**config.mk**
```make
export PLATFORM = sky130hd
export DESIGN_NAME = chip8_instruction_executor_top
export DESIGN_NICKNAME = d
export VERILOG_FILES = /design/src/rtl/c8ie_pkg.sv /design/src/rtl/chip8_instruction_executor_top.sv /design/src/rtl/c8ie_ram.sv /design/src/rtl/c8ie_ctrl.sv /design/src/rtl/c8ie_dp.sv
export SDC_FILE = /design/constraint.sdc
export NUM_CORES = 1
export LEC_CHECK = 0
export BUFFER_PORTS_ARGS = -buffer_cell sky130_fd_sc_hd__buf_4
export CORE_MARGIN = 2
export CORE_UTILIZATION = 40
export CTS_BUF_LIST = sky130_fd_sc_hd__clkbuf_8
export DETAILED_ROUTE_END_ITERATION = 6
export SYNTH_ARGS = -nofsm -noshare
export SYNTH_HDL_FRONTEND = slang
export SYNTH_SLANG_ARGS = --single-unit
```
**constraint.sdc**
```tcl
create_clock -name clk -period 17.91 [get_ports clk]
set_input_delay 0.8955 -clock clk [delete_from_list [all_inputs] [get_ports clk]]
set_output_delay 0.8955 -clock clk [all_outputs]
set_load 0.01 [all_outputs]
```
**src/rtl/c8ie_pkg.sv**
```systemverilog
`default_nettype none
package c8ie_pkg;

	localparam int StackDepthDefault = 16;

	localparam logic [1:0] KIND_DONE  = 2'd0;
	localparam logic [1:0] KIND_WRITE = 2'd1;
	localparam logic [1:0] KIND_CLEAR = 2'd2;

	localparam logic [2:0] ERR_OK        = 3'd0;
	localparam logic [2:0] ERR_UNKNOWN   = 3'd1;
	localparam logic [2:0] ERR_UNDERFLOW = 3'd2;
	localparam logic [2:0] ERR_OVERFLOW  = 3'd3;
	localparam logic [2:0] ERR_BAD_KEY   = 3'd4;
	localparam logic [2:0] ERR_BAD_DIGIT = 3'd5;
	localparam logic [2:0] ERR_UNSUP     = 3'd6;

	localparam logic [1:0] CFG_FONT_BASE   = 2'd0;
	localparam logic [1:0] CFG_GLYPH_BYTES = 2'd1;
	localparam logic [1:0] CFG_START_ADDR  = 2'd2;

	typedef struct packed {
		logic [15:0] opcode;
		logic [7:0]  random_byte;
		logic [15:0] keys_down;
		logic [3:0]  key_wait_value;
	} in_item_t;

	typedef struct packed {
		logic [1:0]  kind;
		logic [2:0]  error_code;
		logic [15:0] write_address;
		logic [7:0]  write_data;
		logic [15:0] program_counter_out;
		logic [15:0] index_out;
		logic        sound_on;
		logic        last_result;
	} out_item_t;

	// controller -> datapath
	typedef struct packed {
		logic load;      // capture input item, read stack
		logic exec;      // execute the captured instruction
		logic wr_store;  // emit one store write (Fx55 step or BCD step)
		logic step_done; // emit final result
	} dp_cmd_t;

	// datapath -> controller
	typedef struct packed {
		logic is_store;   // Fx55 or Fx33 without error
		logic store_last; // current store step is the last one
	} dp_stat_t;

	// binary to BCD digits for 8-bit values; divide by ten via multiply by 205, shift 11
	function automatic logic [3:0] bcd_ones(input logic [7:0] v);
		logic [7:0] q;
		q = 8'((16'(v) * 16'd205) >> 11);
		return 4'(v - 8'(q * 8'd10));
	endfunction

	function automatic logic [3:0] bcd_tens(input logic [7:0] v);
		logic [7:0] q;
		q = 8'((16'(v) * 16'd205) >> 11);
		return bcd_ones(q);
	endfunction

	function automatic logic [3:0] bcd_hund(input logic [7:0] v);
		return (v >= 8'd200) ? 4'd2 : ((v >= 8'd100) ? 4'd1 : 4'd0);
	endfunction

endpackage
`default_nettype wire

```
**src/rtl/chip8_instruction_executor_top.sv**
```systemverilog
// Flow: an instruction is captured from the input transfer and executed,
// then its final result is issued; BCD first emits three write results and
// register store emits x+1, one write result per cycle while the output is
// free, set by the store sequencer in the controller. The block takes a new
// instruction only once the previous final result is issued.
// Reset (arst_n low, asynchronous): registers V0..VF, index, stack count,
// timers cleared, program counter and configuration to their defaults.
`default_nettype none
module chip8_instruction_executor_top #(
	parameter int StackDepth = c8ie_pkg::StackDepthDefault
) (
	input  wire logic                 clk,
	input  wire logic                 arst_n,
	input  wire logic                 in_valid,
	output logic                      in_ready,
	input  wire c8ie_pkg::in_item_t   in_data,
	output logic                      out_valid,
	input  wire logic                 out_ready,
	output c8ie_pkg::out_item_t       out_data,
	input  wire logic                 cfg_we,
	input  wire logic [1:0]           cfg_index,
	input  wire logic [11:0]          cfg_data
);
	import c8ie_pkg::*;

	dp_cmd_t  cmd;
	dp_stat_t stat;

	c8ie_ctrl u_ctrl (
		.clk       (clk),
		.arst_n    (arst_n),
		.in_valid  (in_valid),
		.in_ready  (in_ready),
		.out_valid (out_valid),
		.out_ready (out_ready),
		.cmd       (cmd),
		.stat      (stat)
	);

	c8ie_dp #(.StackDepth(StackDepth)) u_dp (
		.clk       (clk),
		.arst_n    (arst_n),
		.in_item   (in_data),
		.cfg_we    (cfg_we),
		.cfg_index (cfg_index),
		.cfg_data  (cfg_data),
		.cmd       (cmd),
		.stat      (stat),
		.out_item  (out_data)
	);
endmodule
`default_nettype wire

```
**src/rtl/c8ie_ram.sv**
```systemverilog
`default_nettype none
module c8ie_ram #(
	parameter int Width = 16,
	parameter int Depth = 16
) (
	input  wire logic                                               clk,
	input  wire logic                                               we,
	input  wire logic [((Depth > 1) ? $clog2(Depth) : 1)-1:0]       waddr,
	input  wire logic [Width-1:0]                                   wdata,
	input  wire logic [((Depth > 1) ? $clog2(Depth) : 1)-1:0]       raddr,
	output logic      [Width-1:0]                                   rdata
);
	logic [Width-1:0] mem [Depth];

	always_ff @(posedge clk) begin
		if (we) begin
			mem[waddr] <= wdata;
		end
		rdata <= mem[raddr];
	end
endmodule
`default_nettype wire

```
**src/rtl/c8ie_ctrl.sv**
```systemverilog
`default_nettype none
module c8ie_ctrl (
	input  wire logic                clk,
	input  wire logic                arst_n,
	input  wire logic                in_valid,
	output logic                     in_ready,
	output logic                     out_valid,
	input  wire logic                out_ready,
	output c8ie_pkg::dp_cmd_t        cmd,
	input  wire c8ie_pkg::dp_stat_t  stat
);
	import c8ie_pkg::*;

	typedef enum logic [4:0] {
		ST_IDLE  = 5'b00001,
		ST_EXEC  = 5'b00010,
		ST_STORE = 5'b00100,
		ST_FINAL = 5'b01000,
		ST_OUT   = 5'b10000
	} state_t;

	state_t state_q, state_d;
	logic   out_valid_q;

	wire out_free = !out_valid_q || out_ready;

	always_comb begin
		state_d = state_q;
		cmd     = '0;
		case (state_q)
			ST_IDLE: begin
				if (in_valid) begin
					cmd.load = 1'b1;
					state_d  = ST_EXEC;
				end
			end
			ST_EXEC: begin
				cmd.exec = 1'b1;
				state_d  = stat.is_store ? ST_STORE : ST_FINAL;
			end
			ST_STORE: begin
				if (out_free) begin
					cmd.wr_store = 1'b1;
					if (stat.store_last) begin
						state_d = ST_FINAL;
					end
				end
			end
			ST_FINAL: begin
				if (out_free) begin
					cmd.step_done = 1'b1;
					state_d       = ST_IDLE;
				end
			end
			default: state_d = ST_IDLE;
		endcase
	end

	always_ff @(posedge clk or negedge arst_n) begin
		if (!arst_n) begin
			state_q     <= ST_IDLE;
			out_valid_q <= 1'b0;
		end else begin
			state_q <= state_d;
			if (cmd.wr_store || cmd.step_done) begin
				out_valid_q <= 1'b1;
			end else if (out_ready) begin
				out_valid_q <= 1'b0;
			end
		end
	end

	assign in_ready  = (state_q == ST_IDLE);
	assign out_valid = out_valid_q;

	a_load_idle: assert property (@(posedge clk) disable iff (!arst_n)
		cmd.load |=> state_q == ST_EXEC)
		else $error("load did not enter exec");
	a_no_emit_busy: assert property (@(posedge clk) disable iff (!arst_n)
		(out_valid_q && !out_ready) |-> !(cmd.wr_store || cmd.step_done))
		else $error("result overwritten while held");
	a_emit_valid: assert property (@(posedge clk) disable iff (!arst_n)
		(cmd.wr_store || cmd.step_done) |=> out_valid_q)
		else $error("emitted result not valid");
endmodule
`default_nettype wire

```
**src/rtl/c8ie_dp.sv**
```systemverilog
`default_nettype none
module c8ie_dp #(
	parameter int StackDepth = c8ie_pkg::StackDepthDefault
) (
	input  wire logic                 clk,
	input  wire logic                 arst_n,
	input  wire c8ie_pkg::in_item_t   in_item,
	input  wire logic                 cfg_we,
	input  wire logic [1:0]           cfg_index,
	input  wire logic [11:0]          cfg_data,
	input  wire c8ie_pkg::dp_cmd_t    cmd,
	output c8ie_pkg::dp_stat_t        stat,
	output c8ie_pkg::out_item_t       out_item
);
	import c8ie_pkg::*;

	localparam int SpW = $clog2(StackDepth + 1);
	localparam int AW  = (StackDepth > 1) ? $clog2(StackDepth) : 1;

	logic [11:0] font_base_q, start_addr_q;
	logic [3:0]  glyph_bytes_q;
	logic [7:0]  vreg_q [16];
	logic [15:0] pc_q, index_q;
	logic [SpW-1:0] sp_q;
	logic [7:0]  delay_q, sound_q;
	logic        sound_flag_q;
	in_item_t    item_q;
	logic [3:0]  step_q;   // store step counter
	logic        bcd_q;
	logic [2:0]  err_q;
	logic [1:0]  kind_q;
	out_item_t   out_q;

	logic [15:0] stk_rdata;
	logic [AW-1:0] stk_raddr, stk_waddr;
	logic          stk_we;

	wire [15:0] op  = item_q.opcode;
	wire [3:0]  cls = op[15:12];
	wire [3:0]  x   = op[11:8];
	wire [3:0]  y   = op[7:4];
	wire [3:0]  n   = op[3:0];
	wire [7:0]  kk  = op[7:0];
	wire [11:0] nnn = op[11:0];
	wire [7:0]  vx  = vreg_q[x];
	wire [7:0]  vy  = vreg_q[y];
	wire [15:0] pc2 = pc_q + 16'd2;
	wire [15:0] pc4 = pc_q + 16'd4;

	// stack read address from the incoming opcode's point of view: sp-1
	assign stk_raddr = AW'(sp_q - SpW'(1));
	assign stk_waddr = AW'(sp_q);

	// execute decode
	logic [2:0]  e_err;
	logic [1:0]  e_kind;
	logic [15:0] e_pc, e_index;
	logic        e_wx, e_wf, e_push, e_pop, e_delay, e_sound, e_store, e_bcd;
	logic [7:0]  e_vx, e_vf;
	logic [8:0]  sum9;
	logic [15:0] font_addr;

	always_comb begin
		e_err   = ERR_OK;
		e_kind  = KIND_DONE;
		e_pc    = pc2;
		e_index = index_q;
		e_wx    = 1'b0;
		e_wf    = 1'b0;
		e_vx    = 8'd0;
		e_vf    = 8'd0;
		e_push  = 1'b0;
		e_pop   = 1'b0;
		e_delay = 1'b0;
		e_sound = 1'b0;
		e_store = 1'b0;
		e_bcd   = 1'b0;
		sum9    = 9'(vx) + 9'(vy);
		font_addr = 16'(font_base_q) + 16'(8'(glyph_bytes_q * vx[3:0]));
		case (cls)
			4'h0: begin
				if (op == 16'h00E0) begin
					e_kind = KIND_CLEAR;
				end else if (op == 16'h00EE) begin
					if (sp_q == '0) begin
						e_err = ERR_UNDERFLOW;
					end else begin
						e_pop = 1'b1;
						e_pc  = stk_rdata;
					end
				end else begin
					e_err = ERR_UNKNOWN;
				end
			end
			4'h1: e_pc = 16'(nnn);
			4'h2: begin
				if (32'(sp_q) >= StackDepth) begin
					e_err = ERR_OVERFLOW;
				end else begin
					e_push = 1'b1;
					e_pc   = 16'(nnn);
				end
			end
			4'h3: if (vx == kk) e_pc = pc4;
			4'h4: if (vx != kk) e_pc = pc4;
			4'h5: if (vx == vy) e_pc = pc4;
			4'h6: begin e_wx = 1'b1; e_vx = kk; end
			4'h7: begin e_wx = 1'b1; e_vx = vx + kk; end
			4'h8: begin
				case (n)
					4'h0: begin e_wx = 1'b1; e_vx = vy; end
					4'h1: begin e_wx = 1'b1; e_vx = vx | vy; end
					4'h2: begin e_wx = 1'b1; e_vx = vx & vy; end
					4'h3: begin e_wx = 1'b1; e_vx = vx ^ vy; end
					4'h4: begin
						e_wx = 1'b1; e_vx = sum9[7:0];
						e_wf = 1'b1; e_vf = {7'd0, sum9[8]};
					end
					4'h5: begin
						e_wx = 1'b1; e_vx = vx - vy;
						e_wf = 1'b1; e_vf = {7'd0, vx > vy};
					end
					4'h6: begin
						e_wx = 1'b1; e_vx = {1'b0, vx[7:1]};
						e_wf = 1'b1; e_vf = {7'd0, vx[0]};
					end
					4'h7: begin
						e_wx = 1'b1; e_vx = vy - vx;
						e_wf = 1'b1; e_vf = {7'd0, vy > vx};
					end
					4'hE: begin
						e_wx = 1'b1; e_vx = {vx[6:0], 1'b0};
						e_wf = 1'b1; e_vf = {7'd0, vx[7]};
					end
					default: e_err = ERR_UNKNOWN;
				endcase
			end
			4'h9: if (vx != vy) e_pc = pc4;
			4'hA: e_index = 16'(nnn);
			4'hB: e_pc = 16'(nnn) + 16'(vreg_q[0]);
			4'hC: begin e_wx = 1'b1; e_vx = item_q.random_byte & kk; end
			4'hD: e_err = ERR_UNSUP;
			4'hE: begin
				if (kk != 8'h9E && kk != 8'hA1) begin
					e_err = ERR_UNKNOWN;
				end else if (vx > 8'h0F) begin
					e_err = ERR_BAD_KEY;
				end else if (item_q.keys_down[vx[3:0]] == (kk == 8'h9E)) begin
					e_pc = pc4;
				end
			end
			default: begin
				case (kk)
					8'h07: begin e_wx = 1'b1; e_vx = delay_q; end
					8'h0A: begin e_wx = 1'b1; e_vx = {4'd0, item_q.key_wait_value}; end
					8'h15: e_delay = 1'b1;
					8'h18: e_sound = 1'b1;
					8'h1E: e_index = index_q + 16'(vx);
					8'h29: begin
						if (vx > 8'h0F) e_err = ERR_BAD_DIGIT;
						else e_index = font_addr;
					end
					8'h33: begin e_store = 1'b1; e_bcd = 1'b1; end
					8'h55: e_store = 1'b1;
					8'h65: e_err = ERR_UNSUP;
					default: e_err = ERR_UNKNOWN;
				endcase
			end
		endcase
		if (e_err != ERR_OK) begin
			e_kind = KIND_DONE;
			e_pc = pc2;
			e_index = index_q;
			e_wx = 1'b0; e_wf = 1'b0; e_push = 1'b0; e_pop = 1'b0;
			e_delay = 1'b0; e_sound = 1'b0; e_store = 1'b0; e_bcd = 1'b0;
		end
	end

	assign stk_we = cmd.exec && e_push;

	c8ie_ram #(.Width(16), .Depth(StackDepth)) u_stack (
		.clk   (clk),
		.we    (stk_we),
		.waddr (stk_waddr),
		.wdata (pc2),
		.raddr (stk_raddr),
		.rdata (stk_rdata)
	);

	assign stat.is_store   = e_store;
	assign stat.store_last = bcd_q ? (step_q == 4'd2) : (step_q == x);

	// store step data
	logic [15:0] st_addr;
	logic [7:0]  st_data;
	always_comb begin
		if (bcd_q) begin
			case (step_q)
				4'd0:    begin st_addr = index_q + 16'd2; st_data = {4'd0, bcd_ones(vx)}; end
				4'd1:    begin st_addr = index_q + 16'd1; st_data = {4'd0, bcd_tens(vx)}; end
				default: begin st_addr = index_q;         st_data = {4'd0, bcd_hund(vx)}; end
			endcase
		end else begin
			st_addr = index_q + 16'(step_q);
			st_data = vreg_q[step_q];
		end
	end

	always_ff @(posedge clk or negedge arst_n) begin
		if (!arst_n) begin
			font_base_q   <= '0;
			glyph_bytes_q <= 4'd5;
			start_addr_q  <= 12'd512;
			pc_q          <= 16'd512;
			index_q       <= '0;
			sp_q          <= '0;
			delay_q       <= '0;
			sound_q       <= '0;
			sound_flag_q  <= 1'b0;
			step_q        <= '0;
			bcd_q         <= 1'b0;
			err_q         <= ERR_OK;
			kind_q        <= KIND_DONE;
			for (int i = 0; i < 16; i++) vreg_q[i] <= '0;
		end else begin
			if (cfg_we) begin
				case (cfg_index)
					CFG_FONT_BASE:   font_base_q <= cfg_data;
					CFG_GLYPH_BYTES: glyph_bytes_q <= cfg_data[3:0];
					CFG_START_ADDR: begin
						start_addr_q <= cfg_data;
						pc_q <= 16'(cfg_data);
					end
					default: ;
				endcase
			end
			if (cmd.exec) begin
				pc_q    <= e_pc;
				index_q <= e_index;
				err_q   <= e_err;
				kind_q  <= e_kind;
				bcd_q   <= e_bcd;
				step_q  <= '0;
				// flag wins when x is VF
				if (e_wx && !(e_wf && x == 4'hF)) vreg_q[x] <= e_vx;
				if (e_wf) vreg_q[15] <= e_vf;
				if (e_push) sp_q <= sp_q + SpW'(1);
				if (e_pop) sp_q <= sp_q - SpW'(1);
				if (e_delay) delay_q <= vx;
				if (e_sound) begin
					sound_q      <= vx;
					sound_flag_q <= (vx != 8'd0);
				end
			end
			if (cmd.wr_store) begin
				step_q <= step_q + 4'd1;
			end
		end
	end

	always_ff @(posedge clk) begin
		if (cmd.load) begin
			item_q <= in_item;
		end
		if (cmd.wr_store) begin
			out_q.kind                <= KIND_WRITE;
			out_q.error_code          <= ERR_OK;
			out_q.write_address       <= st_addr;
			out_q.write_data          <= st_data;
			out_q.program_counter_out <= pc_q;
			out_q.index_out           <= index_q;
			out_q.sound_on            <= sound_flag_q;
			out_q.last_result         <= 1'b0;
		end else if (cmd.step_done) begin
			out_q.kind                <= kind_q;
			out_q.error_code          <= err_q;
			out_q.write_address       <= '0;
			out_q.write_data          <= '0;
			out_q.program_counter_out <= pc_q;
			out_q.index_out           <= index_q;
			out_q.sound_on            <= sound_flag_q;
			out_q.last_result         <= 1'b1;
		end
	end

	assign out_item = out_q;

	// sound_q is kept as architectural state; only its nonzero flag leaves the block
	a_sound: assert property (@(posedge clk) disable iff (!arst_n)
		sound_flag_q == (sound_q != 8'd0))
		else $error("sound flag out of step");
	a_sp_range: assert property (@(posedge clk) disable iff (!arst_n)
		32'(sp_q) <= StackDepth)
		else $error("stack count out of range");
	a_store_sp: assert property (@(posedge clk) disable iff (!arst_n)
		cmd.wr_store |=> $stable(sp_q))
		else $error("stack moved during store");
	a_start: assert property (@(posedge clk) disable iff (!arst_n)
		(cfg_we && cfg_index == CFG_START_ADDR) |=> pc_q == 16'(start_addr_q))
		else $error("start address not loaded");
endmodule
`default_nettype wire
```
======== Word-level counts from Yosys, hierarchy flattened ========
Memories as Yosys holds them, arrays and structs flattened. A register that Yosys moved wholly into a read port is not among the register bits.
Index checks and enable logic that the tools add are counted.
storage, ports and cells
  word-level logic and storage cells ...... 293
  flip-flop bits (word level) ............. 313
  memories kept ........................... 1
  output and inout port bits .............. 65
  input bits .............................. 63
  memory bits (writable) .................. 256
cells by class
  $lt $le $gt $ge ......................... 11
  bitwise gates (word level) .............. 9
  $add $sub $neg .......................... 17
  multiplexer cells ....................... 109
  multipliers ............................. 5
  reduce and logical (&&, ||, !) cells .... 44
  equality and inequality tests ........... 56
memories
  name              words  width  read ports  clocked after memory_dff  write ports  line            source
  u_dp.u_stack.mem  16     16     1           1                         1            c8ie_ram.sv:13  logic [Width-1:0] mem [Depth];
operator list
  cell                                                  number
  two-way mux 16 bit                                    17
  one-hot mux 16 bit (9 select lines)                   1
  bitwise mux 128 bit                                   1
  two-way mux 58 bit                                    2
  binary-select mux 8 bit (select 4 bit)                3
  one-hot mux 16 bit (2 select lines)                   3
  two-way mux 8 bit                                     11
  one-hot mux 8 bit (9 select lines)                    1
  two-way mux 1 bit                                     40
  one-hot mux 8 bit (5 select lines)                    1
  equality test 4 bit, second input constant            9
  adder 16 x 2 -> 16 bit, second input constant         2
  demux 8 bit (select 4 bit)                            1
  equality test 16 x 8 -> 1 bit, second input constant  2
  equality test 4 x 3 -> 1 bit, second input constant   8
  two-way mux 5 bit                                     6
  adder 12 x 8 -> 13 bit                                2
  equality test 8 x 5 -> 1 bit, second input constant   3
  equality test 4 x 2 -> 1 bit, second input constant   5
  >= comparator 5 bit, second input constant            4
  one-hot mux 5 bit (4 select lines)                    1
  one-hot mux 3 bit (6 select lines)                    1
  adder 16 x 1 -> 16 bit, second input constant         1
  adder 16 x 3 -> 16 bit, second input constant         1
  other kinds (74)                                      125

======== Logic depth before layout (Yosys ltp) ========
Gate-level depths: netlist (run 1).
  depth in word-level cells ............... 15
  mapped depth ............................ 43

======== Cells and area by module ========
Synthesis (run 1) repeated with hierarchy kept, for this count alone.
unflattened totals
  cell total of the unflattened synthesis .. 2635
  area, all modules ....................... 33579.7 µm²
by module, submodules not included
  module     area an instance (µm²)  cells an instance  instances  sequential area each (µm²)
  c8ie_dp    23194.7                 2167               1          8136.6
  c8ie_ram   10042.1                 432                1          8007.7
  c8ie_ctrl  342.8                   36                 1          126.4

======== Least setup slack after synthesis (run 1) ========
OpenSTA, ideal clock, no wires.
  kind .................................... register -> register
  start point ............................. reg u_dp.item_q (netlist bit u_dp.op[8])
  end point ............................... reg u_dp.out_q (netlist bit u_dp.out_item[37]), data pin
  stages on the path, launching flop included .. 42
  arrival time ............................ 8874 ps
  data required time ...................... 17653 ps
  period minus slack after synthesis ...... 9131 ps
  slack ................................... 8779 ps
  cell sequence ........................... edfxtp_1 > buf_6 > buf_12 > buf_12 > buf_12 > buf_2 > mux4_2 > mux4_2 > ha_1 > fa_1 > fa_1 > inv_1 > fa_1 > inv_1 > ha_1 > nand4_1 > nor2_1 > a31oi_1 > [6 not listed] > ha_1 > ha_1 > ha_1 > a31o_2 > a21o_1 > a21oi_1 > nor2b_1 > o21ai_0 > a211o_1 > xnor2_1 > xor2_1 > ha_1 > inv_1 > fa_1 > xnor2_1 > xnor2_1 > a21oi_1 > nor2_1
between the ends
  longest elaborated chain between the ends .. 11
  elaborated cells on any way between the ends .. 13
ends and longest elaborated chain
  element                                                    line                            source
  start: declaration                                         c8ie_dp.sv:27                   in_item_t item_q;
  start signal: assignment                                   c8ie_dp.sv:263                  item_q <= in_item;
  inverter 4 -> 5 bit (not written as such) (*)              c8ie_dp.sv:45                   wire [7:0] vx = vreg_q[x];
  binary-select mux 8 bit (select 4 bit) (*)                 c8ie_dp.sv:45
  two-way mux 8 bit (not written as such) (*) (2 in series)  c8ie_dp.sv:45
  named net u_dp.vx[5]                                       c8ie_dp.sv:45
  multiplier 8 x 8 -> 16 bit (*)                             c8ie_pkg.sv:57, c8ie_pkg.sv:63
  multiplier 5 x 8 -> 13 bit                                 c8ie_pkg.sv:57                  q = 8'((16'(v) * 16'd205) >> 11);
  multiplier 5 x 3 -> 3 bit                                  c8ie_pkg.sv:58                  return 4'(v - 8'(q * 8'd10));
  subtractor 4 bit                                           c8ie_pkg.sv:58
  one-hot mux 4 bit (2 select lines) (*)                     c8ie_dp.sv:198                  case (step_q)
  two-way mux 8 bit (*)                                      c8ie_dp.sv:197                  if (bcd_q) begin
  two-way mux 58 bit (*)                                     c8ie_dp.sv:265                  if (cmd.wr_store) begin
  end: declaration                                           c8ie_dp.sv:32                   out_item_t out_q;
The timed path passes the listed nets; every way through them passes the cells marked *. The select of a mux whose other input is x is not followed.
A chain may end at the register's enable or synchronous reset.

======== Final worst setup path (run 1) ========
  start point ............................. reg u_dp.item_q (netlist bit u_dp.op[8])
  end point ............................... reg u_dp.out_q (netlist bit u_dp.out_item[37]), data pin
between the ends
  longest elaborated chain between the ends .. 11
  elaborated cells on any way between the ends .. 13
ends and longest elaborated chain
  element                                                    line
  inverter 4 -> 5 bit (not written as such) (*)              c8ie_dp.sv:45
  binary-select mux 8 bit (select 4 bit) (*)                 c8ie_dp.sv:45
  two-way mux 8 bit (not written as such) (*) (2 in series)  c8ie_dp.sv:45
  named net u_dp.vx[1]                                       c8ie_dp.sv:45
  multiplier 8 x 8 -> 16 bit                                 c8ie_pkg.sv:57, c8ie_pkg.sv:63
  multiplier 5 x 8 -> 13 bit                                 c8ie_pkg.sv:57
  multiplier 5 x 3 -> 3 bit                                  c8ie_pkg.sv:58
  subtractor 4 bit                                           c8ie_pkg.sv:58
  one-hot mux 4 bit (2 select lines) (*)                     c8ie_dp.sv:198
  two-way mux 8 bit (*)                                      c8ie_dp.sv:197
  two-way mux 58 bit (*)                                     c8ie_dp.sv:265
Marks and branches as above.

==> results of run 1 <==
layout by cell type (no fill, tap or decap), types with 16 or more instances in the layout:
| cell | Yosys | routed |
|---|---|---|
| sky130_fd_sc_hd__mux2_2 | 140 | 140 |
| sky130_fd_sc_hd__nand2_1 | 198 | 198 |
| sky130_fd_sc_hd__ha_1 | 162 | 161 |
| sky130_fd_sc_hd__nor3_1 | 26 | 25 |
| sky130_fd_sc_hd__a31oi_1 | 19 | 19 |
| sky130_fd_sc_hd__and3_1 | 16 | 16 |
| sky130_fd_sc_hd__nor2_1 | 155 | 155 |
| sky130_fd_sc_hd__dfrtp_1 | 200 | 198 |
| sky130_fd_sc_hd__inv_1 | 131 | 167 |
| sky130_fd_sc_hd__edfxtp_1 | 357 | 357 |
| sky130_fd_sc_hd__dfxtp_1 | 22 | 22 |
| sky130_fd_sc_hd__fa_1 | 31 | 31 |
| sky130_fd_sc_hd__nor2b_1 | 21 | 21 |
| sky130_fd_sc_hd__a21oi_1 | 125 | 125 |
| sky130_fd_sc_hd__o21bai_1 | 21 | 21 |
| sky130_fd_sc_hd__xor2_1 | 30 | 30 |
| sky130_fd_sc_hd__mux2i_1 | 32 | 32 |
| sky130_fd_sc_hd__nand3_1 | 49 | 49 |
| sky130_fd_sc_hd__mux4_2 | 181 | 181 |
| sky130_fd_sc_hd__clkbuf_8 | 0 | 114 |
| sky130_fd_sc_hd__buf_4 | 1 | 194 |
| sky130_fd_sc_hd__xnor2_1 | 62 | 60 |
| sky130_fd_sc_hd__a21o_1 | 20 | 20 |
| sky130_fd_sc_hd__o21ai_0 | 101 | 101 |
| sky130_fd_sc_hd__and2_1 | 54 | 53 |
registers in the layout (all words and copies together), names as in the netlist:
| signal | flops |
|---|---|
| u_ctrl.out_valid | 1 |
| u_dp.op | 16 |
| u_dp.u_stack.mem | 256 |
| u_dp.font_base_q | 12 |
| u_ctrl.state_q | 4 |
| u_dp.u_stack.rdata | 16 |
| u_dp.index_q | 16 |
| u_dp.bcd_q | 1 |
| u_dp.glyph_bytes_q | 4 |
| u_dp.err_q | 3 |
| u_dp.step_q | 4 |
| u_dp.vreg_q | 128 |
| u_dp.kind_q | 1 |
| u_dp.out_item | 63 |
| u_dp.sound_flag_q | 1 |
| u_dp.sp_q | 5 |
| u_dp.pc_q | 16 |
| u_dp.item_q | 28 |
| u_dp.delay_q | 8 |
final timing paths:
check / start / endpoint / depth (start not counted)
setup / recovery: u_dp.op[8]$_DFFE_PP_ / u_dp.out_item[37]$_DFFE_PP_ / 40
setup reg to reg: u_dp.op[8]$_DFFE_PP_ / u_dp.out_item[37]$_DFFE_PP_ / 40
min in group clk: in_data[34] / u_dp.op[6]$_DFFE_PP_ / 1
max in group asynchronous: arst_n / u_dp.vreg_q[113]$_DFFE_PN0P_ / 2
hold / removal: arst_n / u_dp.step_q[2]$_DFFE_PN0P_ / 1
hold reg to reg: u_dp.out_item[61]$_SDFFE_PP1P_ / u_dp.out_item[61]$_SDFFE_PP1P_ / 2
layout make-up:
type	instances	area (um2)
Fill cell	7388	44600
Sequential cell	583	16300
Multi-Input combinational cell	1738	16000
Clock buffer	113	1560
Timing Repair Buffer	195	1470
Tap cell	1070	1340
Clock inverter	73	616
Inverter	133	500
Antenna cell	8	20.0
per-layer routing:
metal / track usage (%) / part of all wire (%)
met1: 33.4 / 44
met2: 37.1 / 46
met3: 4.55 / 7.9
met4: 6.62 / 2.5
met5: 0 / 0.013
stage by stage:
step	cell area, um2	total power [uW]	hold WS [ps]	cells	setup slack [ps]
after global placement	35500	3010	433	3718	7780
after global routing	37700	4510	288	3908	7090
final	37700	4320	208	3913	7700
after floorplan	33400	2590	441	2607	8780
after CTS	37700	4340	276	3904	7680
after detailed placement	35500	3040	449	3718	7670
kinds of logic after synthesis:
group	Yosys count
AOI/OAI and AO/OA	476
xor gates and xnor gates	92
adders and majority gates	193
buffers and inverters	286
DFF	583
muxes	370
and+or+nand+nor	607
where the power goes:
group	switching [uW]	internal, uW	leakage [uW]
registers	143	1640	0.00621
clock network	599	694	0.00124
logic	734	509	0.00760
==> out/qor.json, run 1 <==
{
  "synthesis.instances": 2607,
  "xor_xnor_fraction_of_synth_area_pct": 2.42,
  "dr.pass1.iters": 6,
  "worst_clk_skew_ps": 41.5,
  "period_needed_ps": 10210,
  "simple_gate_area_share_of_the_yosys_netlist_pct": 8.75,
  "crit_path_max_incr_delay_ps": 680,
  "io_pins": 128,
  "detailroute.via_count": 23300,
  "number_of_global_route_vias_before_repair": 23700,
  "timing_hold_violations_final": 0,
  "cap_violations": 0,
  "holdCritPathClass": "in2async",
  "timing.critical_path.max_delay_family": "adder cells",
  "cts_resized": 0,
  "criticalPathCategory": "reg2reg",
  "synth.yosys.warnings": 0,
  "postCtsSetupBuffers": 0,
  "ys_seq_elements": 583,
  "syn_area_um2": 33400,
  "timing.critical_path.slowest_stage_cell": "sky130_fd_sc_hd__buf_4",
  "outcome": "completed",
  "tightestPinTransition_ps": 1350,
  "grt_max_degree": 132,
  "worstPathBufferInverterCount": 6,
  "reg2reg_setup_slack_ps": 7700,
  "layout_cell_share_with_drive_strength_beyond_1_pct": 24.7,
  "ys_async_sr_fraction_pct": 35.0,
  "floorplan.initialDensity_pct": 40.5,
  "tritoncts_num_sinks": 583,
  "static-leakage-power_uw": 0.0151,
  "maxClockFrequency_ghz": 0.0980,
  "die_area_um2": 85700,
  "max-clock-path-buffers": 3,
  "numPortBuffers": 127,
  "initial_antenna_violation_count": 4,
  "timing_max_transition_violations_final": 0,
  "drc_errors": 0,
  "final_min_period_over_clock_period_pct": 57.0,
  "worst-endpoint-required_ps": 18410,
  "die_y_um": 293,
  "h-tree-depth": 3,
  "yosysUniqueCellTypes": 91,
  "ir_drop_uv": 67.2,
  "timing.critical_path.mode_cell": "sky130_fd_sc_hd__ha_1",
  "core_area_um2": 82400,
  "synth_fp_nets": 2863,
  "synthFlopType": "sky130_fd_sc_hd__edfxtp_1",
  "critPathArrivalTime_ps": 10710,
  "routabilityCongestion": 0.950,
  "routed_wire_length_per_instance_um": 25.8,
  "netlist_top_cells_count": "sky130_fd_sc_hd__edfxtp_1, sky130_fd_sc_hd__dfrtp_1, sky130_fd_sc_hd__nand2_1",
  "synth.yosys.seq_area_share_pct": 48.8,
  "worstPathMaxFanout": 52,
  "finalSetupTns_ps": 0,
  "synthToLayoutAreaGrowth_pct": 13.1,
  "ys_top_cells_by_area": "sky130_fd_sc_hd__edfxtp_1, sky130_fd_sc_hd__dfrtp_1, sky130_fd_sc_hd__mux4_2, sky130_fd_sc_hd__ha_1, sky130_fd_sc_hd__mux2_2",
  "post_route_antenna_net_violation_count": 0,
  "cts_inserted_buffers": 99,
  "clock_tree.root_cell": "sky130_fd_sc_hd__clkbuf_8",
  "finalWirelength_um": 101000,
  "setup_viol_count_final": 0,
  "chipWidth_um": 293,
  "number_of_cell_rows": 105,
  "clock_tree_from_tritoncts": "yes",
  "worst_setup_path_end_kind": "flip-flop",
  "post_synth_fa_ha_maj_area_fraction_pct": 7.94,
  "drt-initial-drc-count": 2511,
  "hpwl_um": 69700,
  "share_of_the_synthesized_area_in_compound_gates_ao_oa_aoi_oai_pct": 9.47,
  "setup.worst_path.start_class": "flip-flop",
  "hold_buffers": 0,
  "clk_latency_ps": 770,
  "most_used_standard_cell_by_instance_count_after_synthesis": "sky130_fd_sc_hd__edfxtp_1",
  "combinational_family_with_the_most_area_after_synthesis": "multiplexers",
  "grt_total_usage_pct": 23.6,
  "count_of_flip_flops_with_a_built_in_enable_after_synthesis": 357,
  "global_route_wire_length_before_repair_um": 152000,
  "post-synth-top-area-fraction_pct": 32.1,
  "grt_overflow": 0,
  "post_synth.cell_area_avg_um2": 12.8,
  "p_per_area_nw_per_um2": 114,
  "worst_setup_hold_path_clk_slew_ps": 70,
  "final_core_util_pct": 45.8,
  "post_synth_mux_area_share_pct": 19.1,
  "via_per_inst": 5.97,
  "yosys.area.top_type": "sky130_fd_sc_hd__edfxtp_1",
  "design.final.nets": 3006,
  "worst_slew_margin_rel_pct": 10.3,
  "setup_repair_after_global_routing_missed_its_margin": "no"
}
Note: power is estimated with default switching activity, not from simulation.
==> run 2, diff against run 1 <==
Clock period 17.91 ns to 8.95 ns, I/O delays scaled along.
==> out/qor.json, run 2 (synthesized netlist as in run 1, its figures left out) <==
{
  "finish.cell_count_without_fillers": 4046,
  "io_pins": 128,
  "worstPathMaxFanout": 6,
  "criticalPathCategory": "reg2reg",
  "clock_tree_from_tritoncts": "yes",
  "cap_violations": 0,
  "wirelength_met1_um": 44900,
  "via_per_inst": 5.93,
  "floorplan.initialDensity_pct": 40.5,
  "detailroute.wirelength.met3_um": 9110,
  "reg2reg_setup_slack_ps": 280,
  "post_route_antenna_net_violation_count": 0,
  "routabilityCongestion": 0.926,
  "worst_clk_skew_ps": 64.0,
  "worst-endpoint-required_ps": 9440,
  "setup_viol_count_final": 0,
  "hpwl_um": 71600,
  "period_needed_ps": 8670,
  "tightestPinTransition_ps": 1350,
  "max-clock-path-buffers": 3,
  "worst_setup_hold_path_clk_slew_ps": 60,
  "grt_max_degree": 85,
  "timing_max_transition_violations_final": 0,
  "critPathArrivalTime_ps": 9170,
  "total_power_uw": 8640,
  "dr.pass1.iters": 6,
  "routed_wire_length_per_instance_um": 25.6,
  "maxClockFrequency_ghz": 0.115,
  "core_area_um2": 82400,
  "worst_setup_path_end_kind": "flip-flop",
  "numPortBuffers": 127,
  "wl_met2_um": 46800,
  "regMostFlops": "u_dp.u_stack.mem",
  "grt_overflow": 0,
  "number_of_flip_flops_under_the_largest_register_name": 256,
  "static-leakage-power_uw": 0.0156,
  "die_y_um": 293,
  "setup.worst_path.start_class": "flip-flop",
  "drc_errors": 0,
  "final_min_period_over_clock_period_pct": 96.9,
  "die_area_um2": 85700,
  "number_of_cell_rows": 105,
  "number_of_global_route_vias_before_repair": 24100,
  "initial_antenna_violation_count": 2,
  "outcome": "completed",
  "chipWidth_um": 293,
  "holdCritPathClass": "in2reg",
  "timing.critical_path.mode_cell": "sky130_fd_sc_hd__inv_2",
  "num-fill-cells": 7250,
  "drt-initial-drc-count": 2465,
  "clk_latency_ps": 770,
  "tritoncts_num_sinks": 583,
  "grt_total_usage_pct": 24.1,
  "top_signal_layer_used": "met4",
  "most-common-layout-cells": "sky130_fd_sc_hd__edfxtp_1, sky130_fd_sc_hd__buf_4, sky130_fd_sc_hd__dfrtp_1",
  "design.final.nets": 3141,
  "layout_cell_share_with_drive_strength_beyond_1_pct": 28.1,
  "timing.critical_path.slowest_stage_cell": "sky130_fd_sc_hd__mux4_2",
  "clock_tree.root_cell": "sky130_fd_sc_hd__clkbuf_8",
  "timing_hold_violations_final": 0,
  "cts_inserted_buffers": 100,
  "h-tree-depth": 3,
  "crit_path_max_incr_delay_ps": 590,
  "mostFrequentLayoutCell": "sky130_fd_sc_hd__edfxtp_1",
  "worst_slew_margin_rel_pct": 9.54,
  "p_per_area_nw_per_um2": 220,
  "finalWirelength_um": 104000,
  "place.detailed.instances": 3779,
  "synthToLayoutAreaGrowth_pct": 17.6,
  "detailroute.via_count": 24000,
  "ir_drop_uv": 175,
  "global_route_wire_length_before_repair_um": 156000
}
[run 2: cell count changes in the layout (fill, tap and decap cells not counted), moves of 12 or more]
cell                            delta
sky130_fd_sc_hd__buf_4            +63
sky130_fd_sc_hd__clkinv_1         +12
sky130_fd_sc_hd__dlygate4sd3_1    +58
sky130_fd_sc_hd__ha_1             -21
sky130_fd_sc_hd__ha_4             +17
sky130_fd_sc_hd__inv_1            -20
sky130_fd_sc_hd__inv_2            +13
[run 2: worst max-delay path, delay by kind of cell (launching register included)]
kind | cells | cell delay [ps]
AO/OA/AOI/OAI | 9 | 1240
buffers and inverters | 8 | 670
multiplexers | 2 | 1090
AND/OR/NAND/NOR | 4 | 360
XOR/XNOR | 6 | 930
adder cells (fa/ha/maj) | 10 | 3690
flip-flops | 1 | 450
[run 2: per-layer routing]
layer	global-route usage (%)	up-vias
li1	-	10400
met1	34.2	12100
met2	37.3	1194
met3	5.06	190
met4	6.87	0
met5	0	-
[run 2: area by class of cell]
| cell class | count | area, um2 | area share, % |
|---|---|---|---|
| sequential | 583 | 16300 | 41.5 |
| multi-input combinational | 1738 | 16200 | 41.4 |
| timing repair buffer | 329 | 2740 | 6.99 |
| clock buffer | 105 | 1450 | 3.68 |
| tap | 1070 | 1340 | 3.41 |
| clock inverter | 84 | 667 | 1.70 |
| inverter | 133 | 503 | 1.28 |
| antenna | 4 | 10.0 | 0.0255 |
[run 2: repair_timing]
item | 4_1_cts | 5_1_grt
hold endpoints to repair | 125 | 0
hold buffers | 58 | 0
resized for setup | 9 | 60
gates cloned | 1 | 1
pin swaps | 7 | 51
endpoints found under the setup margin | 1 | 2
setup buffers | 4 | 9
[run 2: path summary, 6_finish.rpt]
| kind | cells after the start | startpoint | to |
|---|---|---|---|
| hold reg to reg | 2 | u_dp.out_item[0]$_SDFFE_PP0P_ | u_dp.out_item[0]$_SDFFE_PP0P_ |
| max in group asynchronous | 3 | arst_n | u_dp.vreg_q[79]$_DFFE_PN0P_ |
| hold / removal | 4 | out_ready | u_ctrl.state_q[3]$_DFFE_PN0P_ |
| setup reg to reg | 39 | u_dp.op[8]$_DFFE_PP_ | u_dp.out_item[37]$_DFFE_PP_ |
| min in group asynchronous | 2 | arst_n | u_dp.step_q[0]$_DFFE_PN0P_ |
| setup / recovery | 39 | u_dp.op[8]$_DFFE_PP_ | u_dp.out_item[37]$_DFFE_PP_ |
[run 2: metrics by stage]
| stage | utilization (%) | instance area, um2 | hold slack (ps) | setup slack [ps] | setup TNS (ps) |
|---|---|---|---|---|---|
| finish | 47.6 | 39200 | 81.2 | 275 | 0 |
| detailed placement | 43.8 | 36100 | 442 | -107 | -107 |
| floorplan | - | 33400 | 152 | 12.3 | 0 |
| CTS | 47.2 | 38900 | 32.9 | 49.0 | 0 |
| global route | 47.6 | 39200 | 81.8 | -50.5 | -50.5 |
| global placement | 43.8 | 36100 | 434 | -18.0 | -18.0 |
[run 2: power by group]
part           switching [uW]  leakage (uW)  total [uW]  internal [uW]
sequential                292       0.00621        3570           3280
combinational            1480       0.00820        2560           1080
clock                    1190       0.00119        2510           1320
